==> src/rtl/core/rcl_pkg.sv <==
`timescale 1ns / 1ps
// ----------------------------------------------------------------------------
// rcl_pkg
// Shared types and constants of the register cache with pinned slots.
// ----------------------------------------------------------------------------
package rcl_pkg;

  localparam int REG_W      = 5;
  localparam int FUNC_W     = 2;
  localparam int SLOT_OUT_W = 3;
  localparam int STAMP_W    = 32;
  localparam int CFG_IDX_W  = 2;
  localparam int MAX_PINNED = 4;
  localparam int PIN_CNT_W  = 2;

  localparam logic [FUNC_W-1:0] FUNC_READ  = 2'd0;
  localparam logic [FUNC_W-1:0] FUNC_WRITE = 2'd1;
  localparam logic [FUNC_W-1:0] FUNC_FLUSH = 2'd2;
  localparam logic [FUNC_W-1:0] FUNC_INVAL = 2'd3;

  localparam logic [CFG_IDX_W-1:0] CFG_PINNED_0 = 2'd0;
  localparam logic [CFG_IDX_W-1:0] CFG_PINNED_1 = 2'd1;
  localparam logic [CFG_IDX_W-1:0] CFG_PINNED_2 = 2'd2;
  localparam logic [CFG_IDX_W-1:0] CFG_PINNED_3 = 2'd3;

  localparam logic [REG_W-1:0] PIN_RESET [MAX_PINNED] = '{5'd10, 5'd11, 5'd12, 5'd13};

  typedef enum logic [2:0] {
    ACT_GRANT = 3'd0,
    ACT_WB    = 3'd1,
    ACT_FILL  = 3'd2,
    ACT_ZERO  = 3'd3,
    ACT_DONE  = 3'd4
  } action_e;

  typedef enum logic [2:0] {
    CMD_ZERO,
    CMD_READ,
    CMD_WRITE,
    CMD_FLUSH,
    CMD_INVAL
  } cmd_kind_e;

  typedef enum logic [3:0] {
    B_IDLE,
    B_ZERO,
    B_LOOK,
    B_SCAN,
    B_MISS,
    B_FILL,
    B_GRANT,
    B_FLUSH,
    B_PIN,
    B_DONE
  } back_state_e;

  typedef struct packed {
    logic [FUNC_W-1:0] func;
    logic [REG_W-1:0]  reg_num;
  } in_t;

  typedef struct packed {
    action_e               action;
    logic [REG_W-1:0]      target_reg;
    logic [SLOT_OUT_W-1:0] slot_index;
    logic                  last;
  } out_t;

  typedef struct packed {
    cmd_kind_e        kind;
    logic [REG_W-1:0] greg;
  } cmd_t;

  typedef struct packed {
    logic                 we;
    logic [CFG_IDX_W-1:0] idx;
    logic [REG_W-1:0]     data;
  } cfg_wr_t;

endpackage

==> src/rtl/core/rcl_front.sv <==
`timescale 1ns / 1ps
// ----------------------------------------------------------------------------
// rcl_front
// Input stage: takes request words, decodes them into commands and holds
// one command until the command queue takes it.
// ----------------------------------------------------------------------------
module rcl_front (
  input  logic         clk_i,
  input  logic         rst_ni,
  input  logic         in_valid_i,
  output logic         in_ready_o,
  input  rcl_pkg::in_t in_data_i,
  output logic         cmd_valid_o,
  input  logic         cmd_ready_i,
  output rcl_pkg::cmd_t cmd_o
);
  import rcl_pkg::*;

  logic valid_q, valid_d;
  cmd_t cmd_q, cmd_d;

  assign in_ready_o  = !valid_q || cmd_ready_i;
  assign cmd_valid_o = valid_q;
  assign cmd_o       = cmd_q;

  always_comb begin
    cmd_d.greg = in_data_i.reg_num;
    case (in_data_i.func)
      FUNC_READ:  cmd_d.kind = (in_data_i.reg_num == '0) ? CMD_ZERO : CMD_READ;
      FUNC_WRITE: cmd_d.kind = (in_data_i.reg_num == '0) ? CMD_ZERO : CMD_WRITE;
      FUNC_FLUSH: cmd_d.kind = CMD_FLUSH;
      FUNC_INVAL: cmd_d.kind = CMD_INVAL;
      default:    cmd_d.kind = CMD_INVAL;
    endcase
  end

  always_comb begin
    valid_d = valid_q;
    if (in_valid_i && in_ready_o) begin
      valid_d = 1'b1;
    end else if (cmd_ready_i) begin
      valid_d = 1'b0;
    end
  end

  always_ff @(posedge clk_i or negedge rst_ni) begin
    if (!rst_ni) begin
      valid_q <= 1'b0;
    end else begin
      valid_q <= valid_d;
    end
  end

  always_ff @(posedge clk_i) begin
    if (in_valid_i && in_ready_o) begin
      cmd_q <= cmd_d;
    end
  end

endmodule

==> src/rtl/core/rcl_queue.sv <==
`timescale 1ns / 1ps
// ----------------------------------------------------------------------------
// rcl_queue
// Two-entry command queue between the decode stage and the sequencer.
// ----------------------------------------------------------------------------
module rcl_queue (
  input  logic          clk_i,
  input  logic          rst_ni,
  input  logic          push_i,
  output logic          ready_o,
  input  rcl_pkg::cmd_t data_i,
  output logic          valid_o,
  input  logic          pop_i,
  output rcl_pkg::cmd_t data_o
);
  import rcl_pkg::*;

  cmd_t       mem_q [2];
  logic       wr_ptr_q, wr_ptr_d;
  logic       rd_ptr_q, rd_ptr_d;
  logic [1:0] cnt_q, cnt_d;
  logic       do_push, do_pop;

  assign ready_o = (cnt_q != 2'd2);
  assign valid_o = (cnt_q != 2'd0);
  assign data_o  = mem_q[rd_ptr_q];
  assign do_push = push_i && ready_o;
  assign do_pop  = pop_i && valid_o;

  always_comb begin
    wr_ptr_d = do_push ? !wr_ptr_q : wr_ptr_q;
    rd_ptr_d = do_pop ? !rd_ptr_q : rd_ptr_q;
    cnt_d    = cnt_q;
    if (do_push && !do_pop) begin
      cnt_d = cnt_q + 2'd1;
    end else if (do_pop && !do_push) begin
      cnt_d = cnt_q - 2'd1;
    end
  end

  always_ff @(posedge clk_i or negedge rst_ni) begin
    if (!rst_ni) begin
      wr_ptr_q <= 1'b0;
      rd_ptr_q <= 1'b0;
      cnt_q    <= 2'd0;
    end else begin
      wr_ptr_q <= wr_ptr_d;
      rd_ptr_q <= rd_ptr_d;
      cnt_q    <= cnt_d;
    end
  end

  always_ff @(posedge clk_i) begin
    if (do_push) begin
      mem_q[wr_ptr_q] <= data_i;
    end
  end

endmodule

==> src/rtl/core/rcl_back.sv <==
`timescale 1ns / 1ps
// ----------------------------------------------------------------------------
// rcl_back
// Sequencer: holds the slot table and pinned registers, runs lookups,
// victim scans, flushes and reloads, and drives the registered result port.
// ----------------------------------------------------------------------------
module rcl_back #(
  parameter int NUM_SLOTS  = 8,
  parameter int NUM_PINNED = 4
) (
  input  logic             clk_i,
  input  logic             rst_ni,
  input  rcl_pkg::cfg_wr_t cfg_i,
  input  logic             cmd_valid_i,
  input  rcl_pkg::cmd_t    cmd_i,
  output logic             cmd_pop_o,
  output logic             out_valid_o,
  input  logic             out_ready_i,
  output rcl_pkg::out_t    out_data_o
);
  import rcl_pkg::*;

  localparam int SlotW   = $clog2(NUM_SLOTS);
  localparam int PinBase = NUM_SLOTS - NUM_PINNED;

  // slot table
  logic [REG_W-1:0]   slot_reg_q   [NUM_SLOTS];
  logic               slot_valid_q [NUM_SLOTS];
  logic               slot_dirty_q [NUM_SLOTS];
  logic [STAMP_W-1:0] slot_stamp_q [NUM_SLOTS];
  logic [STAMP_W-1:0] use_cnt_q;
  logic [REG_W-1:0]   pin_cfg_q    [MAX_PINNED];

  back_state_e        state_q, state_d;
  cmd_t               cmd_q, cmd_d;
  logic [SlotW-1:0]   idx_q, idx_d;
  logic [SlotW-1:0]   scan_q, scan_d;
  logic [SlotW-1:0]   best_q, best_d;
  logic [STAMP_W-1:0] best_stamp_q, best_stamp_d;
  logic [PIN_CNT_W-1:0] pin_q, pin_d;
  logic               miss_q, miss_d;
  logic               out_valid_q, out_valid_d;
  out_t               out_q, out_d;

  logic               emit_ok;
  logic               do_grant;
  logic               do_inval;
  logic               hit;
  logic [SlotW-1:0]   hit_idx;
  logic               free;
  logic [SlotW-1:0]   free_idx;
  logic               take;
  logic [SlotW-1:0]   best_nxt;
  logic               cur_wb;
  logic [STAMP_W-1:0] use_cnt_inc;

  assign emit_ok     = !out_valid_q || out_ready_i;
  assign out_valid_o = out_valid_q;
  assign out_data_o  = out_q;
  assign use_cnt_inc = use_cnt_q + 1'b1;
  assign cur_wb      = slot_valid_q[idx_q] && slot_dirty_q[idx_q];

  // parallel tag match and first free unpinned slot, lowest index wins
  always_comb begin
    hit      = 1'b0;
    hit_idx  = '0;
    free     = 1'b0;
    free_idx = '0;
    for (int i = 0; i < NUM_SLOTS; i++) begin
      if (!hit && slot_valid_q[i] && slot_reg_q[i] == cmd_q.greg) begin
        hit     = 1'b1;
        hit_idx = SlotW'(i);
      end
      if (!free && i < PinBase && !slot_valid_q[i]) begin
        free     = 1'b1;
        free_idx = SlotW'(i);
      end
    end
  end

  // oldest-stamp scan over unpinned slots, one slot per cycle
  assign take     = (scan_q == '0) || (slot_stamp_q[scan_q] < best_stamp_q);
  assign best_nxt = take ? scan_q : best_q;

  always_comb begin
    state_d      = state_q;
    cmd_d        = cmd_q;
    idx_d        = idx_q;
    scan_d       = scan_q;
    best_d       = best_q;
    best_stamp_d = best_stamp_q;
    pin_d        = pin_q;
    miss_d       = miss_q;
    out_valid_d  = out_valid_q && !out_ready_i;
    out_d        = out_q;
    cmd_pop_o    = 1'b0;
    do_grant     = 1'b0;
    do_inval     = 1'b0;

    case (state_q)
      B_IDLE: begin
        if (cmd_valid_i) begin
          cmd_pop_o = 1'b1;
          cmd_d     = cmd_i;
          case (cmd_i.kind)
            CMD_ZERO:  state_d = B_ZERO;
            CMD_READ,
            CMD_WRITE: state_d = B_LOOK;
            CMD_FLUSH: begin
              idx_d   = '0;
              state_d = B_FLUSH;
            end
            CMD_INVAL: begin
              do_inval = 1'b1;
              pin_d    = '0;
              state_d  = B_PIN;
            end
            default:   state_d = B_IDLE;
          endcase
        end
      end
      B_ZERO: begin
        if (emit_ok) begin
          out_valid_d = 1'b1;
          out_d       = '{ACT_ZERO, '0, '0, 1'b1};
          state_d     = B_IDLE;
        end
      end
      B_LOOK: begin
        if (hit) begin
          idx_d   = hit_idx;
          miss_d  = 1'b0;
          state_d = B_GRANT;
        end else if (free) begin
          idx_d   = free_idx;
          miss_d  = 1'b1;
          state_d = B_MISS;
        end else begin
          scan_d  = '0;
          miss_d  = 1'b1;
          state_d = B_SCAN;
        end
      end
      B_SCAN: begin
        best_d       = best_nxt;
        best_stamp_d = take ? slot_stamp_q[scan_q] : best_stamp_q;
        if (scan_q == SlotW'(PinBase - 1)) begin
          idx_d   = best_nxt;
          state_d = B_MISS;
        end else begin
          scan_d = scan_q + 1'b1;
        end
      end
      B_MISS: begin
        if (!cur_wb || emit_ok) begin
          if (cur_wb) begin
            out_valid_d = 1'b1;
            out_d       = '{ACT_WB, slot_reg_q[idx_q], SLOT_OUT_W'(idx_q), 1'b0};
          end
          state_d = (cmd_q.kind == CMD_READ) ? B_FILL : B_GRANT;
        end
      end
      B_FILL: begin
        if (emit_ok) begin
          out_valid_d = 1'b1;
          out_d       = '{ACT_FILL, cmd_q.greg, SLOT_OUT_W'(idx_q), 1'b0};
          state_d     = B_GRANT;
        end
      end
      B_GRANT: begin
        if (emit_ok) begin
          do_grant    = 1'b1;
          out_valid_d = 1'b1;
          out_d       = '{ACT_GRANT, cmd_q.greg, SLOT_OUT_W'(idx_q), 1'b1};
          state_d     = B_IDLE;
        end
      end
      B_FLUSH: begin
        if (!cur_wb || emit_ok) begin
          if (cur_wb) begin
            out_valid_d = 1'b1;
            out_d       = '{ACT_WB, slot_reg_q[idx_q], SLOT_OUT_W'(idx_q), 1'b0};
          end
          if (idx_q == SlotW'(NUM_SLOTS - 1)) begin
            state_d = B_DONE;
          end else begin
            idx_d = idx_q + 1'b1;
          end
        end
      end
      B_PIN: begin
        if (emit_ok) begin
          out_valid_d = 1'b1;
          out_d       = '{ACT_FILL, pin_cfg_q[pin_q],
                          SLOT_OUT_W'(SlotW'(PinBase) + SlotW'(pin_q)), 1'b0};
          if (pin_q == PIN_CNT_W'(NUM_PINNED - 1)) begin
            state_d = B_DONE;
          end else begin
            pin_d = pin_q + 1'b1;
          end
        end
      end
      B_DONE: begin
        if (emit_ok) begin
          out_valid_d = 1'b1;
          out_d       = '{ACT_DONE, '0, '0, 1'b1};
          state_d     = B_IDLE;
        end
      end
      default: state_d = B_IDLE;
    endcase
  end

  always_ff @(posedge clk_i or negedge rst_ni) begin
    if (!rst_ni) begin
      state_q     <= B_IDLE;
      out_valid_q <= 1'b0;
    end else begin
      state_q     <= state_d;
      out_valid_q <= out_valid_d;
    end
  end

  always_ff @(posedge clk_i) begin
    cmd_q        <= cmd_d;
    idx_q        <= idx_d;
    scan_q       <= scan_d;
    best_q       <= best_d;
    best_stamp_q <= best_stamp_d;
    pin_q        <= pin_d;
    miss_q       <= miss_d;
    out_q        <= out_d;
  end

  // pinned register config, takes effect at the next reload
  always_ff @(posedge clk_i or negedge rst_ni) begin
    if (!rst_ni) begin
      for (int p = 0; p < MAX_PINNED; p++) begin
        pin_cfg_q[p] <= PIN_RESET[p];
      end
    end else if (cfg_i.we) begin
      pin_cfg_q[cfg_i.idx] <= cfg_i.data;
    end
  end

  always_ff @(posedge clk_i or negedge rst_ni) begin
    if (!rst_ni) begin
      use_cnt_q <= '0;
      for (int i = 0; i < NUM_SLOTS; i++) begin
        slot_reg_q[i]   <= (i >= PinBase) ? PIN_RESET[PIN_CNT_W'(i - PinBase)] : '0;
        slot_valid_q[i] <= (i >= PinBase);
        slot_dirty_q[i] <= 1'b0;
        slot_stamp_q[i] <= '0;
      end
    end else if (do_inval) begin
      use_cnt_q <= '0;
      for (int i = 0; i < NUM_SLOTS; i++) begin
        slot_reg_q[i]   <= (i >= PinBase) ? pin_cfg_q[PIN_CNT_W'(i - PinBase)] : '0;
        slot_valid_q[i] <= (i >= PinBase);
        slot_dirty_q[i] <= 1'b0;
        slot_stamp_q[i] <= '0;
      end
    end else if (do_grant) begin
      use_cnt_q           <= use_cnt_inc;
      slot_stamp_q[idx_q] <= use_cnt_inc;
      if (miss_q) begin
        slot_reg_q[idx_q]   <= cmd_q.greg;
        slot_valid_q[idx_q] <= 1'b1;
        slot_dirty_q[idx_q] <= (cmd_q.kind == CMD_WRITE);
      end else if (cmd_q.kind == CMD_WRITE) begin
        slot_dirty_q[idx_q] <= 1'b1;
      end
    end
  end

endmodule

==> src/rtl/core/register_cache_lru_pinned_core.sv <==
`timescale 1ns / 1ps
// ----------------------------------------------------------------------------
// register_cache_lru_pinned_core
// Fully associative LRU register cache with pinned slots: decode stage,
// two-entry command queue and slot-table sequencer with a result register.
// ----------------------------------------------------------------------------
// sequence: the zero register gets a zero word; a hit grants; a miss writes back a dirty victim,
//   fills on a read, then grants, with a stamp scan over the NUM_SLOTS-NUM_PINNED unpinned slots when none is free
// sequencer: takes no new command until the last result word of the current one is registered;
//   a flush writes back every dirty slot, an invalidate reloads the pinned slots
// reset: asynchronous; pinned slots hold registers 10..13, all clean, counter zero
module register_cache_lru_pinned_core #(
  parameter int NUM_SLOTS  = 8,
  parameter int NUM_PINNED = 4
) (
  input  logic                               clk_i,
  input  logic                               rst_ni,
  input  logic                               cfg_we_i,
  input  logic [rcl_pkg::CFG_IDX_W-1:0]      cfg_idx_i,
  input  logic [rcl_pkg::REG_W-1:0]          cfg_data_i,
  input  logic                               in_valid_i,
  output logic                               in_ready_o,
  input  rcl_pkg::in_t                       in_data_i,
  output logic                               out_valid_o,
  input  logic                               out_ready_i,
  output rcl_pkg::out_t                      out_data_o
);
  import rcl_pkg::*;

  cmd_t    fr_cmd, q_cmd;
  logic    fr_valid, q_ready, q_valid, q_pop;
  cfg_wr_t cfg;

  assign cfg = '{cfg_we_i, cfg_idx_i, cfg_data_i};

  rcl_front u_front (
    .clk_i       (clk_i),
    .rst_ni      (rst_ni),
    .in_valid_i  (in_valid_i),
    .in_ready_o  (in_ready_o),
    .in_data_i   (in_data_i),
    .cmd_valid_o (fr_valid),
    .cmd_ready_i (q_ready),
    .cmd_o       (fr_cmd)
  );

  rcl_queue u_queue (
    .clk_i   (clk_i),
    .rst_ni  (rst_ni),
    .push_i  (fr_valid),
    .ready_o (q_ready),
    .data_i  (fr_cmd),
    .valid_o (q_valid),
    .pop_i   (q_pop),
    .data_o  (q_cmd)
  );

  rcl_back #(
    .NUM_SLOTS  (NUM_SLOTS),
    .NUM_PINNED (NUM_PINNED)
  ) u_back (
    .clk_i       (clk_i),
    .rst_ni      (rst_ni),
    .cfg_i       (cfg),
    .cmd_valid_i (q_valid),
    .cmd_i       (q_cmd),
    .cmd_pop_o   (q_pop),
    .out_valid_o (out_valid_o),
    .out_ready_i (out_ready_i),
    .out_data_o  (out_data_o)
  );

endmodule

==> config.mk <==
export PLATFORM = sky130hd
export DESIGN_NAME = register_cache_lru_pinned_core
export DESIGN_NICKNAME = d
export VERILOG_FILES = /design/src/rtl/core/rcl_pkg.sv /design/src/rtl/core/rcl_front.sv /design/src/rtl/core/rcl_queue.sv /design/src/rtl/core/rcl_back.sv /design/src/rtl/core/register_cache_lru_pinned_core.sv
export SDC_FILE = /design/constraint.sdc
export NUM_CORES = 1
export LEC_CHECK = 0
export BUFFER_PORTS_ARGS = -buffer_cell sky130_fd_sc_hd__clkbuf_2
export CAP_MARGIN = 10
export CORE_UTILIZATION = 55
export DETAILED_ROUTE_END_ITERATION = 7
export PLACE_DENSITY_LB_ADDON = 0.25
export SKIP_LAST_GASP = 1
export SLEW_MARGIN = 20
export SYNTH_ARGS = -nofsm -noshare
export SYNTH_HDL_FRONTEND = slang
export SYNTH_HIERARCHICAL = 1
export SYNTH_SLANG_ARGS = --single-unit
==> constraint.sdc <==
create_clock -name clk_i -period 8.76 [get_ports clk_i]
set_input_delay 2.628 -clock clk_i [delete_from_list [all_inputs] [get_ports clk_i]]
set_output_delay 2.628 -clock clk_i [all_outputs]
set_load 0.05 [all_outputs]
After elaboration in Yosys (flattened, before gate mapping)

Memories as Yosys holds them, arrays and structs flattened.
Index checks and enable logic that the tools add are counted.

Add/sub/neg operators: 7
Multiply operators: 0
Divide/modulo/power cells: 0
$lt $le $gt $ge: 7
Eq/ne operators: 52
Shift operators: 0
Multiplexer cells: 124
Bitwise operators: 6
Reductions and logical operators: 79

Operators with widths:

| operator              | number |
|---|---|
| $mux 256              | 2 |
| $bwmux 256            | 1 |
| $mux 32               | 5 |
| $mux 40               | 3 |
| $bmux 32 s3           | 1 |
| $demux 32 s3          | 1 |
| $mux 12               | 7 |
| $pmux 12 s6           | 1 |
| $mux 3                | 20 |
| $mux 8                | 7 |
| $bwmux 40             | 1 |
| $eq 5x5->1            | 8 |
| $mux 4                | 10 |
| $mux 1                | 35 |
| $add 32x1->32 const B | 1 |
| $lt 32x32->1          | 1 |
| $pmux 4 s8            | 1 |
| $mux 5                | 6 |
| $logic_and 1x1->1     | 27 |
| $ne 2x1->1 const B    | 13 |
| $pmux 3 s4            | 2 |
| $bwmux 20             | 1 |
| $logic_not 1->1       | 20 |
| $ne 2x2->1 const B    | 9 |
| 51 further kinds      | 92 |

Register bits after elaboration: 446
Bits in latches: 0
RAM bits: 16
Bits in read-only memories: 0
Output and inout bits: 14
Memories kept: 1

Memory list:

| memory        | words | bits a word | rd ports | clocked after Yosys merged registers in | wr ports | line            | RTL |
|---|---|---|---|---|---|---|---|
| u_queue.mem_q | 2     | 8           | 1        | 0                                       | 1        | rcl_queue.sv:18 | `cmd_t mem_q [2];` |

Longest topological paths before layout

Word-level depth: 33
Gate-level depth with buffers: 13
Gate-level depth less buffers: 11

Cells and area by module

The synthesis kept the hierarchy.

Modules (own cells, without submodules):

| module    | times used | cells an instance | area each (um2) | seq. area each (um2) |
|---|---|---|---|---|
| rcl_back  | 1          | 1758              | 20614.8         | 11179.5 |
| rcl_queue | 1          | 43                | 787.0           | 580.6 |
| rcl_front | 1          | 18                | 326.6           | 265.3 |

Worst setup path after synthesis

OpenSTA, ideal clock, no wires.

Path type: flip-flop to flip-flop
Start point: register u_back.scan_q[0]
End point: register u_back.best_stamp_q[0], enable pin
Library setup time: 0.421 ns
Data arrival time: 4.558 ns
Required time: 8.339 ns
Slack: 3.781 ns
Stages on the path, launching flop included: 14
Period minus slack after synthesis: 4.979 ns
Cells stage by stage: edfxtp_1 buf_6 buf_1 mux4_2 nand2_1 nand2_1 ha_1 a211oi_1 nand2_1 o31ai_1 a211oi_1 a21oi_4 nor2_1 nor2_1

Cells in the longest elaborated chain, start to end: 7

Ends and longest elaborated chain:

| element                                     | line            | RTL |
|---|---|---|
| start: declaration                          | rcl_back.sv:37  | `logic [SlotW-1:0] scan_q, scan_d;` |
| start signal: assignment                    | rcl_back.sv:227 | `scan_q <= scan_d;` |
| $not 3->4 (not written as such)             | rcl_back.sv:82  | `assign take = (scan_q == '0) \|\| (slot_stamp_q[scan_q] < best_stamp_q);` |
| $bmux 32 s3                                 | rcl_back.sv:82  |  |
| $mux 32 (not written as such) (2 in series) | rcl_back.sv:82  |  |
| $lt 32x32->1                                | rcl_back.sv:82  |  |
| $logic_or 1x1->1 *                          | rcl_back.sv:82  |  |
| $reduce_and 2->1 (no source line) *         | --              |  |
| end signal: assignment                      | rcl_back.sv:229 | `best_stamp_q <= best_stamp_d;` |
| end: declaration                            | rcl_back.sv:39  | `logic [STAMP_W-1:0] best_stamp_q, best_stamp_d;` |

Mark *: on every way between the ends. The rest lies on a longest branch, timed or not. The select of a mux whose other input is x is not followed.
A chain may end at the register's enable or synchronous reset.

Worst setup path after layout

Start point: register u_back.scan_q[1]
End point: register u_back.best_stamp_q[1], enable pin

The elaborated chain is that of the path after synthesis.

==> flow_summary.ini <==
[logic_synthesis]
ys_top_cells_by_count = 355 x dfrtp_1, 249 x nand2_1, 204 x a22o_1, 120 x o21ai_0, 96 x clkbuf_1
yosysWarnings = 6
yosysSeqAreaShare_pct = 55.34
synth.avg_cell_area_sq_um = 11.95
synth_edf_count = 88
synthFlopType = dfrtp_1
synth-seq-cells = 462
yosysMostFrequentCell = dfrtp_1
synth.largest_area_cell = dfrtp_1
netlist_area_sq_um = 21730
async_flop_share_pct = 80.95
synthCells = 1819
synthTopCellsByArea = dfrtp_1 41%, edfxtp_1 12%, a22o_1 8.2%, mux4_2 7.2%, nand2_1 4.3%
synth_top_area_share_pct = 40.88
synth_fp_nets = 1877
synthDistinctLibCells = 72

[final_layout]
syn2layout_area_growth_pct = 11.11
regArea_sq_um = 12030
diodes = 0
final_util_pct = 62.18
multi_input_area_sq_um = 9165
fin_nets = 1874
fillers = 2987
drive_gt1_share_pct = 16.53

[floorplan]
initial_core_util_pct = 55.96
die_height_um = 200.8
fp.dieW_um = 200.8
io-pin-count = 33
dieArea_sq_um = 40300
num_rows = 72
core_sq_um = 38830

[power]
peakVddDrop_uv = 182.4
powerDensity_nw_per_um2 = 282.9
power_leakage_uw = 0.01085

[sta]
tightest_slew_ns = 1.150
final.setup_skew_ns = 0.02020
setup-violations-final = 0
slew_violations = 0
finalCriticalPeriod_ns = 5.330
fin_crit_sh_pct = 60.84
max_freq_mhz = 187.6
hold_violations = 0
grt_setup_unrepaired = false
slew-limit-headroom_pct = 23.15
tns_ns = 0

[drt]
drtAntennaViolNets = 0
wire_per_inst_um = 24.09
met2_length_um = 26580
wirelength_um = 57210
wl_met3_um = 5033
first_pass_iters = 7
vias = 15342
met1_length_um = 24130
top_layer_used = met4
via_per_inst = 6.460
drc_errors = 0
dr.first_iter.drc_count = 1575

[clock_tree]
ctsHtreeMaxLevel = 2
clkSlewWorstSetupHoldPaths_ns = 0.06
clock_path_buffers = 3
cts_made_buffers = 49
cts.repair.resized = 0
cts_sinks = 462
post-cts-setup-buffer-count = 0
cts_tree = yes
worstSkewPairLatency_ns = 0.59
hold_buffers = 0
clk_root_buffer_cell = clkbuf_16

[setup_path]
cp.arrival_ns = 5.53
slowest_stage = edfxtp_1
critPathBufInv = 1
cp_cell_sequence = buf_4, mux4_2, nand2_1, nand2_1, ha_1, a211oi_1, nand2_1, o31ai_1, a211oi_1, a21oi_4, nor2_1, nor2_4
cpLargestDelayFamily = compound AO/OA/AOI/OAI gates
start_kind = flip-flop
cpPeakStageDelay_ns = 0.96
crit_type = flip-flop to flip-flop
end_kind = flip-flop
worst-path-max-fanout = 32
critPathRequiredTime_ns = 8.96
cp_common_cell = nand2_1

[global_route]
grt_overflow = 0
grt_usage_pct = 29.23
grt_max_degree = 152
antenna_found_initial = 0
grt_pass1_vias = 15583
grt_pass1_wl_um = 90870

[flow_run]
maxCapViolCount = 0

[placed_design]
hpwl_um = 33270
io_buffers = 32
place.gp.congestion = 0.8682

[min_path]
min_path_type = flip-flop to flip-flop

[run_status]
outcome = completed
-- per-layer routing --
metal,vias to the layer above,GRT usage [%]
met5,-,0
met2,676,44.89
li1,6691,-
met3,111,6.672
met4,0,9.297
met1,7864,41.56
-- cells by family after synthesis --
group	Yosys count	synth area share (%)
compound gates	456	15.45
xor+xnor	73	2.943
fa+ha+maj	39	2.246
buf+inv	167	3.104
flops	462	55.34
mux	136	10.61
simple gates	486	10.30
-- registers in the layout, summed over array words and instances, names as in the netlist, 2 cells and up --
signal	cells
u_back/best_stamp_q	32
u_back/idx_q	3
u_back/use_cnt_q	32
u_queue/mem_q	16
u_queue/cnt_q	2
u_back/out_data_o	12
u_back/slot_reg_q	40
u_back/best_q	3
u_back/pin_cfg_q	20
u_back/scan_q	3
u_back/state_q	4
u_back/cmd_q	8
u_back/slot_stamp_q	256
u_front/cmd_o	8
u_back/pin_q	2
u_back/slot_valid_q	8
u_back/slot_dirty_q	8
-- power by group --
part / switching, uW / internal [uW] / total (uW)
logic: 1240 / 579 / 1820
registers: 296 / 2550 / 2850
clock network: 864 / 1300 / 2160
-- through the flow --
stage,total power [uW],setup slack (ns),cells,hold slack (ns),area [sq um]
finish,6830,3.430,2375,0.4458,24140
global route,7122,3.149,2375,0.4517,24140
CTS,6832,3.434,2375,0.4421,24140
detailed placement,4663,3.467,2283,0.4318,22470
global placement,4612,3.651,2283,0.4352,22460
floorplan,3998,3.781,1819,0.4215,21730
-- worst register-to-register path, cell delays in order (launching register included) --
cell and delay [ns]:
edfxtp_1 0.96, buf_4 0.58, mux4_2 0.39, nand2_1 0.08
nand2_1 0.08, ha_1 0.32, a211oi_1 0.33, nand2_1 0.08
o31ai_1 0.59, a211oi_1 0.30, a21oi_4 0.33, nor2_1 0.15
nor2_4 0.75
-- area by class of cell --
class / count / share of cell area [%]
clock buffers: 67 / 5.659
clock inverters: 25 / 1.285
inverters: 47 / 0.7308
multi-input cells: 1190 / 37.96
flip-flops and latches: 462 / 49.81
well taps: 518 / 2.685
repair buffers: 66 / 1.866
-- layout by cell type, fill, tap and decap left out, drive strengths merged, types with 7 or more instances in the layout --
| cell type | n |
|---|---|
| a21o | 30 |
| a21oi | 44 |
| a22o | 204 |
| a22oi | 12 |
| and2 | 9 |
| and3 | 22 |
| buf | 35 |
| bufinv | 7 |
| clkbuf | 98 |
| clkinv | 14 |
| dfrtp | 355 |
| dfstp | 19 |
| edfxtp | 88 |
| ha | 39 |
| inv | 48 |
| mux2 | 33 |
| mux2i | 32 |
| mux4 | 71 |
| nand2 | 250 |
| nand2b | 13 |
| nand3 | 37 |
| nand4 | 12 |
| nor2 | 89 |
| nor3 | 10 |
| nor4 | 11 |
| o21ai | 120 |
| or3 | 10 |
| xnor2 | 25 |
| xor2 | 48 |
-- worst paths after layout --
check | start | end | slack, ns | cells past startpoint
max reg2reg | u_back/scan_q[1] | u_back/best_stamp_q[1] | 3.43 | 12
min | u_front/cmd_o[7] | u_queue/mem_q[0][7] | 0.45 | 0
max | u_back/scan_q[1] | u_back/best_stamp_q[1] | 3.43 | 12
max in group asynchronous | rst_ni | u_back/slot_stamp_q[11] | 5.44 | 2
min reg2reg | u_front/cmd_o[7] | u_queue/mem_q[0][7] | 0.45 | 0
min in group asynchronous | rst_ni | u_back/slot_reg_q[12] | 2.04 | 1
Note: power is estimated with default switching activity, not from simulation.
